### config.mk
export PLATFORM = sky130hd
export DESIGN_NAME = lcd_scanline_mode_timer_unit
export DESIGN_NICKNAME = d
export VERILOG_FILES = /design/src/hdl/lcd_smt_pkg.sv /design/src/hdl/lcd_smt_in_stage.sv /design/src/hdl/lcd_smt_core.sv /design/src/hdl/lcd_scanline_mode_timer_unit.sv
export SDC_FILE = /design/constraint.sdc
export NUM_CORES = 1
export LEC_CHECK = 0
export ABC_CLOCK_PERIOD_IN_PS = 6400
export BUFFER_PORTS_ARGS = -buffer_cell sky130_fd_sc_hd__clkbuf_2
export CORE_MARGIN = 10
export CORE_UTILIZATION = 45
export CTS_CLUSTER_SIZE = 25
export DETAILED_ROUTE_END_ITERATION = 10
export MAX_ROUTING_LAYER = met4
export PLACE_DENSITY = 0.71
export SYNTH_ARGS = -nofsm -noshare
export SYNTH_HDL_FRONTEND = slang
export SYNTH_SLANG_ARGS = --single-unit
### constraint.sdc
create_clock -name clk -period 6.4 [get_ports clk]
set_clock_uncertainty 0.2 [all_clocks]
set_input_delay 1.28 -clock clk [delete_from_list [all_inputs] [get_ports clk]]
set_output_delay 1.28 -clock clk [all_outputs]
set_load 0.05 [all_outputs]
### src/hdl/lcd_smt_pkg.sv
package lcd_smt_pkg;

  localparam int SPRITE_LIMIT_DEF = 10;

  // item actions
  localparam logic [1:0] ACT_TICK  = 2'd0;
  localparam logic [1:0] ACT_READ  = 2'd1;
  localparam logic [1:0] ACT_WRITE = 2'd2;

  // status mode codes
  localparam logic [1:0] MODE_HBLANK = 2'd0;
  localparam logic [1:0] MODE_VBLANK = 2'd1;
  localparam logic [1:0] MODE_OAM    = 2'd2;
  localparam logic [1:0] MODE_XFER   = 2'd3;

  // timing constants
  localparam logic [8:0] LINE_DOTS       = 9'd456;
  localparam logic [9:0] TRANSFER_END    = 10'd252;
  localparam logic [8:0] OAM_DOTS        = 9'd80;
  localparam logic [7:0] LAST_LINE       = 8'd153;
  localparam logic [7:0] LAST_VISIBLE    = 8'd143;
  localparam logic [7:0] FIRST_VBLANK    = 8'd144;
  localparam int         DOTS_PER_SPRITE = 12;
  localparam logic [8:0] DOTS_ENABLE     = 9'd4;
  localparam logic [7:0] BIT7            = 8'h80;

  // register addresses
  localparam logic [15:0] ADDR_LCDC = 16'hFF40;
  localparam logic [15:0] ADDR_STAT = 16'hFF41;
  localparam logic [15:0] ADDR_SCY  = 16'hFF42;
  localparam logic [15:0] ADDR_SCX  = 16'hFF43;
  localparam logic [15:0] ADDR_LY   = 16'hFF44;
  localparam logic [15:0] ADDR_LYC  = 16'hFF45;
  localparam logic [15:0] ADDR_BGP  = 16'hFF47;
  localparam logic [15:0] ADDR_OBP0 = 16'hFF48;
  localparam logic [15:0] ADDR_OBP1 = 16'hFF49;
  localparam logic [15:0] ADDR_WY   = 16'hFF4A;
  localparam logic [15:0] ADDR_WX   = 16'hFF4B;
  localparam logic [15:0] ADDR_BCPS = 16'hFF68;
  localparam logic [15:0] ADDR_BCPD = 16'hFF69;
  localparam logic [15:0] ADDR_OCPS = 16'hFF6A;
  localparam logic [15:0] ADDR_OCPD = 16'hFF6B;

  // view register slots
  localparam int VIEW_SCY  = 0;
  localparam int VIEW_SCX  = 1;
  localparam int VIEW_BGP  = 2;
  localparam int VIEW_OBP0 = 3;
  localparam int VIEW_OBP1 = 4;
  localparam int VIEW_WY   = 5;
  localparam int VIEW_WX   = 6;
  localparam int VIEW_NUM  = 7;

  // color palette slots
  localparam int CPAL_BG_IDX  = 0;
  localparam int CPAL_BG_DAT  = 1;
  localparam int CPAL_OBJ_IDX = 2;
  localparam int CPAL_OBJ_DAT = 3;
  localparam int CPAL_NUM     = 4;

  typedef struct packed {
    logic [1:0]  action;
    logic [15:0] address;
    logic [7:0]  write_data;
    logic [5:0]  sprites_on_line;
  } lcd_smt_in_t;

  typedef struct packed {
    logic [7:0] read_data;
    logic       vblank_irq;
    logic       stat_irq;
  } lcd_smt_out_t;

endpackage

### src/hdl/lcd_smt_in_stage.sv
module lcd_smt_in_stage (
  input  logic                     clk,
  input  logic                     rst_n,
  input  logic                     in_valid,
  output logic                     in_stall,
  input  lcd_smt_pkg::lcd_smt_in_t in_item,
  input  logic                     advance,
  output logic                     item_valid,
  output lcd_smt_pkg::lcd_smt_in_t item
);
  import lcd_smt_pkg::*;

  logic        held_valid_r;
  lcd_smt_in_t held_item_r;

  // stall only while the held item cannot move on this cycle
  assign in_stall   = held_valid_r && !advance;
  assign item_valid = held_valid_r;
  assign item       = held_item_r;

  always_ff @(posedge clk) begin
    if (!rst_n) begin
      held_valid_r <= 1'b0;
    end else if (!in_stall) begin
      held_valid_r <= in_valid;
    end
  end

  always_ff @(posedge clk) begin
    if (!in_stall && in_valid) begin
      held_item_r <= in_item;
    end
  end

endmodule

### src/hdl/lcd_smt_core.sv
module lcd_smt_core #(
  parameter int SPRITE_LIMIT = lcd_smt_pkg::SPRITE_LIMIT_DEF
) (
  input  logic                      clk,
  input  logic                      rst_n,
  input  logic                      item_valid,
  input  lcd_smt_pkg::lcd_smt_in_t  item,
  input  logic                      out_stall,
  output logic                      advance,
  output logic                      out_valid,
  output lcd_smt_pkg::lcd_smt_out_t out_item
);
  import lcd_smt_pkg::*;

  localparam int EXTRA_W = $clog2(DOTS_PER_SPRITE * SPRITE_LIMIT + 1);
  localparam logic [5:0] SPR_LIM = 6'(SPRITE_LIMIT);

  logic [7:0]         ctrl_r, ctrl_nxt;
  logic [7:0]         stat_r, stat_nxt;
  logic [7:0]         ly_r, ly_nxt;
  logic [7:0]         lyc_r, lyc_nxt;
  logic [8:0]         dc_r, dc_nxt;
  logic [EXTRA_W-1:0] extra_r, extra_nxt;
  logic               latch_r, latch_nxt;
  logic [7:0]         view_r [VIEW_NUM];
  logic [7:0]         view_nxt [VIEW_NUM];
  logic [7:0]         cpal_r [CPAL_NUM];
  logic [7:0]         cpal_nxt [CPAL_NUM];
  logic               out_valid_r;
  lcd_smt_out_t       out_item_r;

  lcd_smt_out_t       res;
  logic               fire;
  logic               raise;
  logic               coinc;
  logic [8:0]         dc_inc;
  logic [5:0]         spr_sat;
  logic [EXTRA_W-1:0] extra_calc;
  logic [EXTRA_W-1:0] xfer_extra;
  logic [9:0]         end3;

  assign advance   = !out_valid_r || !out_stall;
  assign fire      = item_valid && advance;
  assign out_valid = out_valid_r;
  assign out_item  = out_item_r;

  assign dc_inc     = dc_r + 9'd1;
  assign coinc      = (lyc_r == ly_r);
  assign spr_sat    = (item.sprites_on_line > SPR_LIM) ? SPR_LIM : item.sprites_on_line;
  assign extra_calc = EXTRA_W'({4'd0, spr_sat} * 10'(DOTS_PER_SPRITE));
  assign end3       = TRANSFER_END + 10'(extra_r);

  always_comb begin
    ctrl_nxt   = ctrl_r;
    stat_nxt   = stat_r;
    ly_nxt     = ly_r;
    lyc_nxt    = lyc_r;
    dc_nxt     = dc_r;
    extra_nxt  = extra_r;
    latch_nxt  = latch_r;
    view_nxt   = view_r;
    cpal_nxt   = cpal_r;
    res        = '0;
    raise      = 1'b0;
    xfer_extra = extra_r;
    unique case (item.action)
      ACT_TICK: begin
        stat_nxt[2] = coinc;
        unique case (stat_r[1:0])
          MODE_OAM: begin
            if (dc_inc == 9'd1 && (stat_r[5] || (stat_r[6] && coinc))) raise = 1'b1;
            if (dc_inc == OAM_DOTS) stat_nxt[1:0] = MODE_XFER;
          end
          MODE_XFER: begin
            // sprite penalty is latched one dot into transfer
            if (dc_inc == OAM_DOTS + 9'd1 && ly_r <= LAST_VISIBLE) begin
              xfer_extra = ctrl_r[1] ? extra_calc : '0;
            end
            extra_nxt = xfer_extra;
            if ({1'b0, dc_inc} == TRANSFER_END + 10'(xfer_extra)) begin
              stat_nxt[1:0] = MODE_HBLANK;
            end
          end
          MODE_HBLANK: begin
            if ({1'b0, dc_inc} == end3 + 10'd1 && stat_r[3]) raise = 1'b1;
            if (dc_inc == LINE_DOTS) begin
              stat_nxt[1:0] = (ly_r == LAST_VISIBLE) ? MODE_VBLANK : MODE_OAM;
            end
          end
          MODE_VBLANK: begin
            if (ly_r == FIRST_VBLANK && dc_inc == 9'd1) begin
              res.vblank_irq = 1'b1;
              if (stat_r[4]) raise = 1'b1;
            end
          end
        endcase
        res.stat_irq = raise && !latch_r;
        if (dc_inc == LINE_DOTS) begin
          if (ly_r == LAST_LINE) begin
            stat_nxt[1:0] = MODE_OAM;
            ly_nxt        = '0;
          end else begin
            ly_nxt = ly_r + 8'd1;
          end
          dc_nxt    = '0;
          latch_nxt = 1'b0;
        end else begin
          dc_nxt    = dc_inc;
          latch_nxt = latch_r || raise;
        end
      end
      ACT_READ: begin
        unique case (item.address)
          ADDR_LCDC: res.read_data = ctrl_r;
          ADDR_STAT: res.read_data = BIT7 | stat_r;
          ADDR_SCY:  res.read_data = view_r[VIEW_SCY];
          ADDR_SCX:  res.read_data = view_r[VIEW_SCX];
          ADDR_LY:   res.read_data = ly_r;
          ADDR_LYC:  res.read_data = lyc_r;
          ADDR_BGP:  res.read_data = view_r[VIEW_BGP];
          ADDR_OBP0: res.read_data = view_r[VIEW_OBP0];
          ADDR_OBP1: res.read_data = view_r[VIEW_OBP1];
          ADDR_WY:   res.read_data = view_r[VIEW_WY];
          ADDR_WX:   res.read_data = view_r[VIEW_WX];
          ADDR_BCPS: res.read_data = cpal_r[CPAL_BG_IDX];
          ADDR_BCPD: res.read_data = cpal_r[CPAL_BG_DAT];
          ADDR_OCPS: res.read_data = cpal_r[CPAL_OBJ_IDX];
          ADDR_OCPD: res.read_data = cpal_r[CPAL_OBJ_DAT];
          default:   res.read_data = '0;
        endcase
      end
      ACT_WRITE: begin
        unique case (item.address)
          ADDR_LCDC: begin
            // enable toggle restarts the frame
            if (ctrl_r[7] != item.write_data[7]) begin
              dc_nxt        = item.write_data[7] ? DOTS_ENABLE : 9'd0;
              ly_nxt        = '0;
              stat_nxt[1:0] = MODE_OAM;
            end
            ctrl_nxt = item.write_data;
          end
          ADDR_STAT: stat_nxt = {item.write_data[7:3], stat_r[2:0]};
          ADDR_SCY:  view_nxt[VIEW_SCY] = item.write_data;
          ADDR_SCX:  view_nxt[VIEW_SCX] = item.write_data;
          ADDR_LY:   ly_nxt = '0;
          ADDR_LYC: begin
            lyc_nxt     = item.write_data;
            stat_nxt[2] = 1'b0;
          end
          ADDR_BGP:  view_nxt[VIEW_BGP] = item.write_data;
          ADDR_OBP0: view_nxt[VIEW_OBP0] = item.write_data;
          ADDR_OBP1: view_nxt[VIEW_OBP1] = item.write_data;
          ADDR_WY:   view_nxt[VIEW_WY] = item.write_data;
          ADDR_WX:   view_nxt[VIEW_WX] = item.write_data;
          ADDR_BCPS: cpal_nxt[CPAL_BG_IDX] = item.write_data;
          ADDR_BCPD: begin
            cpal_nxt[CPAL_BG_DAT] = item.write_data;
            if (cpal_r[CPAL_BG_IDX][7]) begin
              cpal_nxt[CPAL_BG_IDX][5:0] = cpal_r[CPAL_BG_IDX][5:0] + 6'd1;
            end
          end
          ADDR_OCPS: cpal_nxt[CPAL_OBJ_IDX] = item.write_data;
          ADDR_OCPD: begin
            cpal_nxt[CPAL_OBJ_DAT] = item.write_data;
            if (cpal_r[CPAL_OBJ_IDX][7]) begin
              cpal_nxt[CPAL_OBJ_IDX][5:0] = cpal_r[CPAL_OBJ_IDX][5:0] + 6'd1;
            end
          end
          default: ;
        endcase
      end
      default: ;
    endcase
  end

  always_ff @(posedge clk) begin
    if (!rst_n) begin
      ctrl_r      <= '0;
      stat_r      <= {6'd0, MODE_OAM};
      ly_r        <= '0;
      lyc_r       <= '0;
      dc_r        <= '0;
      extra_r     <= '0;
      latch_r     <= 1'b0;
      view_r      <= '{default: '0};
      cpal_r      <= '{default: '0};
      out_valid_r <= 1'b0;
    end else begin
      if (fire) begin
        ctrl_r  <= ctrl_nxt;
        stat_r  <= stat_nxt;
        ly_r    <= ly_nxt;
        lyc_r   <= lyc_nxt;
        dc_r    <= dc_nxt;
        extra_r <= extra_nxt;
        latch_r <= latch_nxt;
        view_r  <= view_nxt;
        cpal_r  <= cpal_nxt;
      end
      if (advance) begin
        out_valid_r <= item_valid;
      end
    end
  end

  always_ff @(posedge clk) begin
    if (fire) begin
      out_item_r <= res;
    end
  end

endmodule

### src/hdl/lcd_scanline_mode_timer_unit.sv
// channel | direction | handshake          | payload
// in_     | input     | in_valid/in_stall  | in_item  (action, address, write_data, sprites)
// out_    | output    | out_valid/out_stall| out_item (read_data, vblank_irq, stat_irq)
//
// one item per clock sustained while out_stall stays low; each taken item is held in the input register
// and the whole tick, read or write is one pass of logic from there to the result register,
// so the core takes the next item whenever its result register is empty or being read out
// reset (rst_n low, synchronous) clears all timing and register state, mode starts in oam scan
// out_stall holds the result register; in_stall rises only while both stages are full and out_stall is high
module lcd_scanline_mode_timer_unit #(
  parameter int SPRITE_LIMIT = lcd_smt_pkg::SPRITE_LIMIT_DEF
) (
  input  logic                      clk,
  input  logic                      rst_n,
  input  logic                      in_valid,
  output logic                      in_stall,
  input  lcd_smt_pkg::lcd_smt_in_t  in_item,
  output logic                      out_valid,
  input  logic                      out_stall,
  output lcd_smt_pkg::lcd_smt_out_t out_item
);
  import lcd_smt_pkg::*;

  logic        advance;
  logic        item_valid;
  lcd_smt_in_t item;

  lcd_smt_in_stage u_in_stage (
    .clk        (clk),
    .rst_n      (rst_n),
    .in_valid   (in_valid),
    .in_stall   (in_stall),
    .in_item    (in_item),
    .advance    (advance),
    .item_valid (item_valid),
    .item       (item)
  );

  lcd_smt_core #(
    .SPRITE_LIMIT (SPRITE_LIMIT)
  ) u_core (
    .clk        (clk),
    .rst_n      (rst_n),
    .item_valid (item_valid),
    .item       (item),
    .out_stall  (out_stall),
    .advance    (advance),
    .out_valid  (out_valid),
    .out_item   (out_item)
  );

endmodule

## Word level (Yosys, flattened, before mapping)

Index checks and enable logic that the tools add are counted.

| storage, ports and cells | value |
|---|---|
| bits in registers | 180 |
| input port bits | 36 |
| output and inout port bits | 12 |
| logic and storage cells | 163 |

| cells by class | value |
|---|---|
| add/sub/neg operators | 7 |
| $mul | 1 |
| magnitude comparators | 2 |
| equal/unequal tests | 39 |
| muxes and demuxes | 39 |
| reductions and logical operators | 44 |

Operator list:

| cell | count |
|---|---|
| 16-bit == test, second input constant | 15 |
| 8-bit one-hot mux with 15 select lines | 1 |
| 3-bit AND reduction | 16 |
| 8-bit one-hot mux with 2 select lines | 2 |
| 7-bit 2-to-1 mux | 4 |
| 9-bit 2-to-1 mux | 3 |
| 8-bit == test, second input constant | 3 |
| 8-bit 2-to-1 mux | 3 |
| 6-bit one-hot mux with 2 select lines | 2 |
| 9-bit by 10-bit == test with 1-bit output | 2 |
| 8-bit by 7-bit adder with 9-bit output, first input constant | 2 |
| 9-bit by 7-bit == test with 1-bit output, second input constant | 2 |
| 6-bit 2-to-1 mux | 3 |
| 9-bit one-hot mux with 2 select lines | 1 |
| 2-bit 2-to-1 mux | 8 |
| 6-bit by 1-bit adder with 6-bit output, second input constant | 2 |
| 4-bit AND reduction | 3 |
| 10-bit by 1-bit adder with 10-bit output, second input constant | 1 |
| 9-bit by 1-bit adder with 9-bit output, second input constant | 1 |
| 9-bit by 1-bit == test with 1-bit output, second input constant | 1 |
| 9-bit == test, second input constant | 1 |
| 1-bit logical AND | 9 |
| 8-bit by 1-bit adder with 8-bit output, second input constant | 1 |
| 8-bit == test | 1 |
| other kinds (21) | 45 |

## Depth between registers and ports, before layout

Gate-level depths: netlist of the first run.

| depth | value |
|---|---|
| depth in word-level cells | 14 |
| mapped depth | 17 |
| mapped depth without buffers | 15 |

## Modules after synthesis

From an unflattened synthesis of the first run, not the netlist that was laid out.

| unflattened totals | value |
|---|---|
| cells, all modules | 1113 |
| area, all modules | 9325.2 um2 |

By module, submodules not included:

| module | instances | cells an instance | area an instance (um2) | seq. area each (um2) |
|---|---|---|---|---|
| lcd_smt_core | 1 | 1077 | 8316.7 | 3042.9 |
| lcd_smt_in_stage | 1 | 36 | 1008.5 | 980.9 |

## Least setup slack after synthesis of the first run

OpenSTA, ideal clock, no wires.

| path | value |
|---|---|
| kind | register -> register |
| start | reg u_core.dc_r[1] |
| end | reg u_core.stat_r[1] |
| library setup time | 136 ps |
| arrival | 3906 ps |
| data required time | 6064 ps |
| path slack | 2159 ps |
| cell stages (with the launch flop) | 16 |
| period minus slack after synthesis | 4241 ps |
| cells stage by stage | dfxtp_1 > ha_1 > nand3_1 > xor2_1 > a211o_2 > or3_4 > buf_6 > nor2_1 > a21oi_1 > ha_1 > xnor3_1 > or4_2 > o2111ai_1 > o311ai_0 > o41ai_1 > o211ai_1 |

| on the way | value |
|---|---|
| word-level cells in the longest chain between the ends | 13 |
| elaborated cells on any way between the ends | 17 |

Ends and longest elaborated chain:

| what | RTL line | RTL |
|---|---|---|
| start, declared | lcd_smt_core.sv:22 | `logic [8:0] dc_r, dc_nxt;` |
| start signal, assigned | lcd_smt_core.sv:195 | `dc_r <= dc_nxt;` |
| 9-bit by 1-bit adder with 9-bit output (*) | lcd_smt_core.sv:47 | `assign dc_inc = dc_r + 9'd1;` |
| 9-bit by 7-bit == test with 1-bit output | lcd_smt_core.sv:76 | `if (dc_inc == OAM_DOTS + 9'd1 && ly_r <= LAST_VISIBLE) begin` |
| 1-bit logical AND | lcd_smt_core.sv:76 |  |
| 7-bit 2-to-1 mux | lcd_smt_core.sv:76 |  |
| 7-bit 2-to-1 mux | lcd_smt_core.sv:69 | `unique case (stat_r[1:0])` |
| 7-bit 2-to-1 mux | lcd_smt_core.sv:66 | `unique case (item.action)` |
| 8-bit by 7-bit adder with 9-bit output | lcd_smt_core.sv:80 | `if ({1'b0, dc_inc} == TRANSFER_END + 10'(xfer_extra)) begin` |
| 9-bit by 10-bit == test with 1-bit output | lcd_smt_core.sv:80 |  |
| 2-bit 2-to-1 mux | lcd_smt_core.sv:80 |  |
| 2-bit one-hot mux with 3 select lines | lcd_smt_core.sv:69 |  |
| 2-bit 2-to-1 mux | lcd_smt_core.sv:99 | `if (ly_r == LAST_LINE) begin` |
| 2-bit 2-to-1 mux (*) | lcd_smt_core.sv:98 | `if (dc_inc == LINE_DOTS) begin` |
| 3-bit one-hot mux with 2 select lines (*) | lcd_smt_core.sv:66 |  |
| end signal, assigned | lcd_smt_core.sv:180 | `stat_r <= {6'd0, MODE_OAM};` |
| end signal, assigned | lcd_smt_core.sv:192 | `stat_r <= stat_nxt;` |
| end, declared | lcd_smt_core.sv:19 | `logic [7:0] stat_r, stat_nxt;` |

Every way passes the cells marked *; elsewhere a longest branch is shown, timed or not. The select of a mux whose other input is x is not followed.
A chain may end at the register's enable or synchronous reset.

## Final worst setup path of the first run

| path | value |
|---|---|
| start | reg u_core.dc_r[0] |
| end | reg u_core.stat_r[1] |

The elaborated chain is that of the path after synthesis.

==> flow_metrics.env, run 1 <==
export IMPL_outcome="completed"
export IMPL_drv_slew=0
export IMPL_die_area_sq_um=27100
export IMPL_synth_compound_area_frac=0.147
export IMPL_syn_nets=1121
export IMPL_p_seq_frac=0.519
export IMPL_syn_area_sq_um=9400
export IMPL_num_vias=7986
export IMPL_gp_congestion=0.913
export IMPL_post_cts_resized=0
export IMPL_wl_met3_mm=1.59
export IMPL_r2r_start="u_core.dc_r[0]"
export IMPL_synth_flop_cell="dfxtp_1"
export IMPL_grt_overflow=0
export IMPL_synth_seq_area_share=0.428
export IMPL_postRouteAntennaNets=0
export IMPL_routed_wirelength_mm=25.5
export IMPL_chipWidth_um=165
export IMPL_root_buffer="clkbuf_16"
export IMPL_rrSetupSlack_ps=1770
export IMPL_ir_drop_mv=0.172
export IMPL_grt_pass1_wl_mm=41.1
export IMPL_period_share=0.724
export IMPL_grt_pass1_vias=7476
export IMPL_wl_met1_mm=12.1
export IMPL_finalHoldViolations=0
export IMPL_min_to="u_core.view_r[48]"
export IMPL_port_buffers=47
export IMPL_fin_nets=1129
export IMPL_htree_levels=4
export IMPL_slew_headroom=0.248
export IMPL_cts_tree="built"
export IMPL_viasPerCell=5.87
export IMPL_clock_path_buffers=2
export IMPL_synth_edf_count=42
export IMPL_grt_antenna_before_repair=0
export IMPL_max_stage_delay_ps=630
export IMPL_cts_hold_buf=0
export IMPL_whs_ps=253
export IMPL_clkTransAtPathRegs_ps=70
export IMPL_core_sq_um=20400
export IMPL_dr_max_layer_used="met4"
export IMPL_power_internal_uw=1730
export IMPL_dr_pass1_iters=6
export IMPL_setup_tns_ps=0
export IMPL_fp_row_count=52
export IMPL_hold_class="reg -> reg"
export IMPL_drive_above_1_share=0.121
export IMPL_critical_path_class="reg -> reg"
export IMPL_finalPower_uw=2320
export IMPL_grt_start_max_net_pins=58
export IMPL_post_cts_buffers=0
export IMPL_grt_usage=0.196
export IMPL_dp_final_hpwl_mm=17.5
export IMPL_crit_top_cell="ha_1"
export IMPL_min_path_cells=2
export IMPL_synthArstFlopShare=0
export IMPL_period_needed_ps=4630
export IMPL_crit_fanout=10
export IMPL_hold_start="u_core.view_r[48]"
export IMPL_io_pins=48
export IMPL_wl_per_cell_um=18.8
export IMPL_rsz0062_at_grt="no"
export IMPL_clkPwrFrac=0.433
export IMPL_netlist_instances=1069
export IMPL_fp_dieH_um=165
export IMPL_ys_ff_latch=180
export IMPL_ff2ff_path_depth=14
export IMPL_critPathSlowestCell="or4_2"
export IMPL_start_kind="register"
export IMPL_cts_made_buffers=17
export IMPL_path_cells="ha_1, nand3_1, xor2_1, a211o_2, or3_4, nor2_1, a21oi_1, ha_1, xnor3_1, or4_2, o2111ai_1, o311ai_0, o41ai_1, o211ai_1"
export IMPL_crit_path_end_kind="register"
export IMPL_cp_arrival_ps=4750
export IMPL_clock_sinks=180
export IMPL_p_comb_frac=0.047
export IMPL_leakagePower_uw=0.00368
export IMPL_drv_cap=0
export IMPL_synth_xor_area_share=0.0398
export IMPL_p_sw_frac=0.252
export IMPL_synth_simple_gate_area_frac=0.225
export IMPL_initial_core_util=0.462
export IMPL_final_area_sq_um=10300
export IMPL_synth_fa_ha_area_frac=0.0221
export IMPL_syn_avg_cell_area_sq_um=8.79
export IMPL_wl_met2_mm=11.4
export IMPL_timing_rr_end="u_core.stat_r[1]"
export IMPL_tightest_slew_ps=1130
export IMPL_setup_violations=0
export IMPL_required_ps=6510
export IMPL_synth_distinct_cells=76
export IMPL_drt_iter0_markers=973
export IMPL_antenna_cells=0
export IMPL_switchingPower_uw=586
export IMPL_max_freq_ghz=0.216
export IMPL_synthMuxAreaShare=0.0952
export IMPL_synth_top_family_by_area="simple AND/OR/NAND/NOR gates"
export IMPL_clock_latency_ps=440
export IMPL_ys_warn_count=0
export IMPL_syn_to_final_growth_pct=9.23
export IMPL_placed_cell_area_sq_um=9710
export IMPL_powerDensity_nw_per_um2=226
export IMPL_drc=0
## flip-flops by register name, summed over array words and instances, names as in the netlist
name	count
u_core.view_r	56
u_core.dc_r	9
u_in_stage.item	32
u_in_stage.item_valid	1
u_core.latch_r	1
u_core.out_item	10
u_core.extra_r	7
u_core.cpal_r	32
u_core.ctrl_r	8
u_core.out_valid	1
u_core.ly_r	8
u_core.stat_r	7
u_core.lyc_r	8
## layout by cell type (no fill, tap or decap), types with 5 or more instances in the layout
cell type / count
dfxtp_1: 138
nor4_1: 6
nand2_1: 187
nand3_1: 50
edfxtp_1: 42
a31oi_1: 6
nor3_1: 17
a222oi_1: 6
mux4_2: 15
and3_1: 14
ha_1: 15
mux2i_1: 41
nor2b_1: 5
a21o_1: 5
clkbuf_16: 17
a21boi_0: 9
or3_1: 9
xor2_1: 8
mux2_2: 13
a21oi_1: 105
xnor2_1: 27
buf_4: 9
inv_1: 16
inv_6: 7
a22oi_1: 18
and2_1: 12
nor2_1: 104
o21a_1: 6
nand4_1: 13
o21ai_0: 37
clkbuf_2: 47
## cell usage after synthesis (5+ instances only)
cell type  count  area, sq um
nor2_1       104          390
nand4_1       13         81.3
ha_1          15          188
buf_6          7         78.8
a21oi_1      105          526
and3_1        14         87.6
xor2_1         8         70.1
mux2i_1       41          410
edfxtp_1      42         1260
mux4_2        15          338
nor4_1         6         37.5
a31oi_1        6         37.5
and2_1        12         75.1
nor3_1        17         85.1
a22oi_1       18          135
o21a_1         6         45.0
nor2b_1        6         37.5
a21boi_0      10         75.1
nand2_1      187          702
mux2_2        13          146
inv_1         16         60.1
o21ai_0       37          185
xnor2_1       27          236
or3_1          9         56.3
a222oi_1       6         60.1
nand3_1       50          250
a21o_1         5         37.5
dfxtp_1      138         2760
clkbuf_1      51          191
## cell type report
| class | instances | area (sq um) |
|---|---|---|
| Timing Repair Buffer | 56 | 303 |
| Inverter | 17 | 65.1 |
| Sequential cell | 180 | 4020 |
| Clock inverter | 12 | 108 |
| Multi-Input combinational cell | 805 | 4980 |
| Clock buffer | 20 | 447 |
| Fill cell | 1906 | 10100 |
| Tap cell | 270 | 338 |
## worst max-delay path, delay by kind of cell (launching register included)
kind | cells | cell delay (ps)
AND/OR/NAND/NOR | 4 | 1400
AO/OA/AOI/OAI | 6 | 1150
flip-flops | 1 | 540
XOR/XNOR | 2 | 610
adder cells (fa/ha/maj) | 2 | 600
## power by group through the flow
stage,Clock [uW],Sequential [uW],Combinational [uW]
floorplan,0,1220,72.6
global placement,0,1230,108
detailed placement,0,1230,109
CTS,1020,1200,109
global route,1070,1210,119
finish,1010,1210,110
## per-layer routing
layer,up-vias,track usage
li1,3821,-
met1,3827,0.275
met2,297,0.282
met3,41,0.0366
met4,0,0.0564
met5,-,-
## worst max-delay path by stage
stage	slack, ps	from	endpoint
6_report	1770	u_core.dc_r[0]	u_core.stat_r[1]
2_1_floorplan	2160	u_core.dc_r[1]	u_core.stat_r[1]
5_1_grt	1460	u_core.dc_r[0]	u_core.stat_r[1]
4_1_cts	1850	u_core.dc_r[0]	u_core.stat_r[1]
3_5_place_dp	1850	u_core.dc_r[0]	u_core.stat_r[1]
3_3_place_gp	1890	u_core.dc_r[0]	u_core.stat_r[1]
## per-stage QoR
step | util | cells | setup slack (ps)
3_5_place_dp | 0.477 | 1328 | 1850
5_1_grt | 0.504 | 1360 | 1460
6_report | 0.504 | 1360 | 1770
2_1_floorplan | - | 1069 | 2160
4_1_cts | 0.504 | 1360 | 1850
3_3_place_gp | 0.477 | 1328 | 1890
## cells by family (layout without fill, tap and decap cells)
| logic type | count (synthesis) | after routing |
|---|---|---|
| buf+inv | 84 | 105 |
| compound gates | 225 | 225 |
| fa+ha+maj | 16 | 16 |
| xor+xnor | 38 | 38 |
| mux | 69 | 69 |
| simple gates | 457 | 457 |
| flops | 180 | 180 |
No activity file was read; power rests on OpenSTA's default activity.
==> inputs of run 2 (changes only) <==
ABC_AREA = 1   (was not set)
ABC_CLOCK_PERIOD_IN_PS = 4600   (was 6400)
clock period = 4.6 ns   (was 6.4 ns; I/O delays follow)
==> run 2 against run 1 <==
  * Area after synthesis shrank 4.6%
  * Via count shrank 0.14%
  * Worst setup slack lost 700 ps
  * Sequential power grew 38%
  * Wire length shrank 3.4%
  * Clock power grew 44%
  * Utilization grew 1.1 points
  * Sequential share of layout area grew 0.84 points
  * Total power grew 41%
  * Worst hold slack lost 4.3 ps
==> flow_metrics.env, run 2 <==
export IMPL_grt_pass1_vias=7514
export IMPL_cts_tree="built"
export IMPL_slew_headroom=0.223
export IMPL_die_area_sq_um=26000
export IMPL_drc=0
export IMPL_clkPwrFrac=0.444
export IMPL_post_cts_buffers=0
export IMPL_setup_violations=0
export IMPL_postRouteAntennaNets=0
export IMPL_initial_core_util=0.459
export IMPL_hold_start="u_core.view_r[26]"
export IMPL_syn_avg_cell_area_sq_um=7.87
export IMPL_powerDensity_nw_per_um2=325
export IMPL_layout_commonest_cell="inv_1"
export IMPL_synth_area_leader_cell="dfxtp_1"
export IMPL_synth_area_leaders="dfxtp_1 (31%), edfxtp_1 (14%), inv_1 (7.2%)"
export IMPL_synth_common_cells="inv_1 (173), nand2_1 (140), dfxtp_1 (138)"
export IMPL_grt_use_met1=0.243
export IMPL_wl_per_cell_um=16.9
export IMPL_start_kind="register"
export IMPL_grt_antenna_before_repair=0
export IMPL_htree_levels=4
export IMPL_power_internal_uw=2490
export IMPL_r2r_start="u_core.dc_r[0]"
export IMPL_synth_distinct_cells=46
export IMPL_synth_flop_cell="dfxtp_1"
export IMPL_finalHoldViolations=0
export IMPL_critical_path_class="reg -> reg"
export IMPL_path_cells="ha_1, nand2_1, nand2_2, nand2_1, nor3_4, nand3_4, nand2_2, nand2_4, ha_1, xor2_1, inv_1, nand2_1, nand3_1, nor2_1, nand3_1, nor2_1, nand2_1, nand2_1, nand2_1, nand2_1, a21oi_2"
export IMPL_grt_start_max_net_pins=80
export IMPL_period_needed_ps=3530
export IMPL_drt_iter0_markers=967
export IMPL_final_core_util=0.515
export IMPL_post_cts_resized=0
export IMPL_largest_register_ffs=56
export IMPL_synthArstFlopShare=0
export IMPL_clock_latency_ps=440
export IMPL_cp_num_buf_inv=1
export IMPL_clkTransAtPathRegs_ps=70
export IMPL_p_comb_frac=0.044
export IMPL_final_area_sq_um=10100
export IMPL_crit_top_cell="nand2_1"
export IMPL_viasPerCell=5.47
export IMPL_period_share=0.767
export IMPL_grt_overflow=0
export IMPL_grt_pass1_wl_mm=39.6
export IMPL_grt_usage=0.193
export IMPL_placed_cell_area_sq_um=9460
export IMPL_required_ps=4670
export IMPL_leakagePower_uw=0.00366
export IMPL_setup_tns_ps=0
export IMPL_hold_class="reg -> reg"
export IMPL_crit_family="simple AND/OR/NAND/NOR gates"
export IMPL_num_vias=7975
export IMPL_ir_drop_mv=0.263
export IMPL_fin_nets=1233
export IMPL_crit_path_end_kind="register"
export IMPL_io_pins=48
export IMPL_use_met3=0.0430
export IMPL_switchingPower_uw=784
export IMPL_drv_cap=0
export IMPL_finalPower_uw=3270
export IMPL_dr_pass1_iters=8
export IMPL_netlist_instances=1140
export IMPL_chipWidth_um=161
export IMPL_fp_dieH_um=161
export IMPL_largest_register="u_core.view_r"
export IMPL_max_freq_ghz=0.283
export IMPL_cts_made_buffers=17
export IMPL_fin_cells=1459
export IMPL_yosysTopAreaCellShare=0.308
export IMPL_syn_nets=1192
export IMPL_drive_above_1_share=0.123
export IMPL_outcome="completed"
export IMPL_core_sq_um=19500
export IMPL_yosysMostFrequentCell="inv_1"
export IMPL_root_buffer="clkbuf_16"
export IMPL_cts_hold_buf=0
export IMPL_p_seq_frac=0.512
export IMPL_dp_final_hpwl_mm=18.0
export IMPL_drv_slew=0
export IMPL_crit_fanout=10
export IMPL_dpl_cell_count=1427
export IMPL_clock_path_buffers=2
export IMPL_p_sw_frac=0.240
export IMPL_synth_edf_count=42
export IMPL_ys_ff_latch=180
export IMPL_gp_congestion=0.942
export IMPL_tightest_slew_ps=1160
export IMPL_max_stage_delay_ps=500
export IMPL_layout_common_cells="inv_1 (173), nand2_1 (140), dfxtp_1 (138)"
export IMPL_fp_row_count=51
export IMPL_critPathSlowestCell="dfxtp_1"
export IMPL_startpoint="u_core.dc_r[0]"
export IMPL_port_buffers=47
export IMPL_use_met2=0.305
export IMPL_synth_seq_area_share=0.449
export IMPL_routed_wirelength_mm=24.7
export IMPL_rsz0062_at_grt="no"
export IMPL_grt_busiest_layer="met2"
export IMPL_syn_to_final_growth_pct=12.1
export IMPL_ys_warn_count=0
export IMPL_cp_arrival_ps=3600
export IMPL_antenna_cells=0
export IMPL_syn_area_sq_um=8970
export IMPL_clock_sinks=180
run 2: final cells by class:
class	instances	area [sq um]
Timing Repair Buffer	52	273
Multi-Input combinational cell	738	4110
Fill cell	1902	9480
Inverter	192	721
Clock inverter	10	82.6
Tap cell	265	332
Sequential cell	180	4020
Clock buffer	22	508
run 2: cells by family (layout without fill, tap and decap cells):
logic type,Yosys count,after routing,synth area share
simple gates,370,370,0.194
fa+ha+maj,16,16,0.0232
flops,180,180,0.449
xor+xnor,25,25,0.0244
compound gates,327,327,0.217
buf+inv,222,276,0.0930
run 2: routing by layer:
metal / wire, um / up-vias
met5: 0 / -
met4: 471 / 0
met3: 1640 / 44
met2: 11600 / 272
met1: 11000 / 3686
li1: - / 3973
run 2: stage by stage:
step | worst slack, ps | hold slack, ps
after global placement | 1220 | 234
after CTS | 1080 | 247
after floorplan | 1560 | 223
final | 1070 | 249
after global routing | 713 | 264
after detailed placement | 1090 | 237
run 2: worst paths after layout:
kind | cells past startpoint | slack (ps) | endpoint
max reg2reg | 21 | 1070 | u_core.stat_r[0]
min reg2reg | 2 | 250 | u_core.view_r[26]
min | 2 | 250 | u_core.view_r[26]
max | 21 | 1070 | u_core.stat_r[0]
run 2: power by group through the flow:
stage	sequential, uW	combinational, uW	clock [uW]
after floorplan	1700	90.7	0
after detailed placement	1710	143	0
after global placement	1710	142	0
after CTS	1670	143	1470
after global routing	1680	160	1530
final	1670	143	1450
run 2: tightest hold or removal path, cell delays in order (launching register included):
cell and delay (ps):
dfxtp_1 310, inv_1 50, a21oi_1 50
==> inputs of run 3 (changes only) <==
ABC_CLOCK_PERIOD_IN_PS = 3200   (was 4600)
PLACE_DENSITY = 0.73   (was 0.71)
clock period = 3.2 ns   (was 4.6 ns; I/O delays follow)
==> run 3 against run 2 <==
  * Non-clock buffer count is 31 higher
  * Largest cell class unchanged
  * Total power is 48% higher
  * Clock-buffer cell count is 4 lower
  * Maximum frequency is 11% higher
  * Wire length is 2.7% higher
  * First-iteration DRC count is 3.8% lower
==> flow_metrics.env, run 3 (synthesized netlist as in run 2, its figures left out) <==
export IMPL_initial_core_util=0.459
export IMPL_clkTransAtPathRegs_ps=70
export IMPL_finalPower_uw=4830
export IMPL_drive_above_1_share=0.164
export IMPL_root_buffer="clkbuf_16"
export IMPL_wl_met2_mm=12.4
export IMPL_final_area_sq_um=10400
export IMPL_grt_antenna_before_repair=0
export IMPL_num_fill_cells=1854
export IMPL_clock_sinks=180
export IMPL_crit_path_end_kind="register"
export IMPL_io_pins=48
export IMPL_grt_overflow=0
export IMPL_setup_violations=0
export IMPL_crit_fanout=6
export IMPL_critical_path_class="reg -> reg"
export IMPL_drt_iter0_markers=930
export IMPL_drv_slew=0
export IMPL_powerDensity_nw_per_um2=463
export IMPL_grt_usage=0.195
export IMPL_fin_nets=1264
export IMPL_num_vias=8204
export IMPL_postRouteAntennaNets=0
export IMPL_grt_pass1_vias=7820
export IMPL_htree_levels=4
export IMPL_required_ps=3330
export IMPL_fp_row_count=51
export IMPL_ir_drop_mv=0.447
export IMPL_dr_max_layer_used="met4"
export IMPL_period_needed_ps=3180
export IMPL_viasPerCell=5.51
export IMPL_clock_path_buffers=2
export IMPL_max_stage_delay_ps=410
export IMPL_grt_start_max_net_pins=63
export IMPL_largest_register="u_core.view_r"
export IMPL_start_kind="register"
export IMPL_layout_common_cells="inv_1 (172), dfxtp_1 (136), nand2_1 (135)"
export IMPL_max_freq_ghz=0.315
export IMPL_cts_hold_buf=0
export IMPL_gp_congestion=0.941
export IMPL_slew_headroom=0.497
export IMPL_wl_met3_mm=1.46
export IMPL_multi_input_area_sq_um=4200
export IMPL_cts_tree="built"
export IMPL_port_buffers=47
export IMPL_wl_met1_mm=10.8
export IMPL_layout_commonest_cell="inv_1"
export IMPL_dp_final_hpwl_mm=18.3
export IMPL_fp_dieH_um=161
export IMPL_leakagePower_uw=0.00384
export IMPL_grt_pass1_wl_mm=40.3
export IMPL_rsz0062_at_grt="yes"
export IMPL_drv_cap=0
export IMPL_drc=0
export IMPL_outcome="completed"
export IMPL_chipWidth_um=161
export IMPL_dr_pass1_iters=5
export IMPL_final_core_util=0.534
export IMPL_seqCellArea_sq_um=4030
export IMPL_path_cells="nand2_1, a21oi_2, nor2_2, inv_1, or2_4, ha_4, fa_2, o21ai_2, nand3_2, nand2_4, nand2_2, nor2_2, nand3_1, nand2_1, nand2_1, nor2_1, nand2_1, nand2_1, nand3_1, nand2_1, nand2_1"
export IMPL_wl_per_cell_um=17.0
export IMPL_hold_class="in -> reg"
export IMPL_tightest_slew_ps=754
export IMPL_cts_made_buffers=17
export IMPL_period_share=0.993
export IMPL_placed_cell_area_sq_um=9680
export IMPL_rrSetupSlack_ps=20
export IMPL_antenna_cells=0
export IMPL_clock_latency_ps=440
export IMPL_cp_arrival_ps=3310
export IMPL_largest_register_ffs=56
export IMPL_routed_wirelength_mm=25.3
export IMPL_core_sq_um=19500
export IMPL_finalHoldViolations=0
export IMPL_syn_to_final_growth_pct=16.3
export IMPL_critPathSlowestCell="fa_2"
export IMPL_die_area_sq_um=26000
export IMPL_crit_top_cell="nand2_1"
## run 3: metal layers
layer  up-vias  track usage
li1       4017            -
met1      3840        0.237
met2       296        0.317
met3        51       0.0389
met4         0       0.0687
met5         -            -
## run 3: timing repair
action | 4_1_cts | 5_1_grt
endpoints found under the setup margin | 2 | 2
pin swaps | 1 | 24
setup buffers | 0 | 5
resized for setup | 4 | 25
endpoints found under the hold margin | 0 | 0
cloned | 0 | 0
## run 3: path summary, 6_finish.rpt
| check | cells after the start | start | end |
|---|---|---|---|
| max | 21 | u_in_stage.item[1] | u_core.stat_r[1] |
| min | 1 | in_item[5] | u_in_stage.item[5] |
| max reg2reg | 21 | u_in_stage.item[1] | u_core.stat_r[1] |
| min reg2reg | 2 | u_core.cpal_r[7] | u_core.cpal_r[7] |
## run 3: area by class of cell
type	instances	share of cell area
Clock buffer	18	0.0432
Sequential cell	180	0.386
Tap cell	265	0.0318
Multi-Input combinational cell	738	0.403
Inverter	192	0.0691
Timing Repair Buffer	83	0.0512
Clock inverter	14	0.0161
## run 3: through the flow
| step | setup TNS (ps) | hold slack, ps | setup slack [ps] | cells |
|---|---|---|---|---|
| 2_1_floorplan | 0 | 223 | 159 | 1140 |
| 3_3_place_gp | 0 | 231 | 4.34 | 1453 |
| 3_5_place_dp | -115 | 238 | -65.8 | 1453 |
| 4_1_cts | 0 | 168 | 11.4 | 1485 |
| 5_1_grt | -200 | 162 | -102 | 1490 |
| 6_report | 0 | 173 | 23.2 | 1490 |
## run 3: critical path: cells and delay by family, from the launching register on
kind / cells / cell delay (ps)
buffers and inverters: 1 / 60
AOI/OAI and AO/OA: 2 / 230
and+or+nand+nor: 16 / 1600
DFF: 1 / 400
adders and majority gates: 2 / 580
## run 3: report_power, final
group          internal, uW  total, uW  switching (uW)  leakage, uW
Combinational          72.4        233             160      0.00202
Sequential             2360       2410            47.0      0.00152
Clock                  1220       2190             963     0.000303
Total                  3660       4830            1170      0.00384
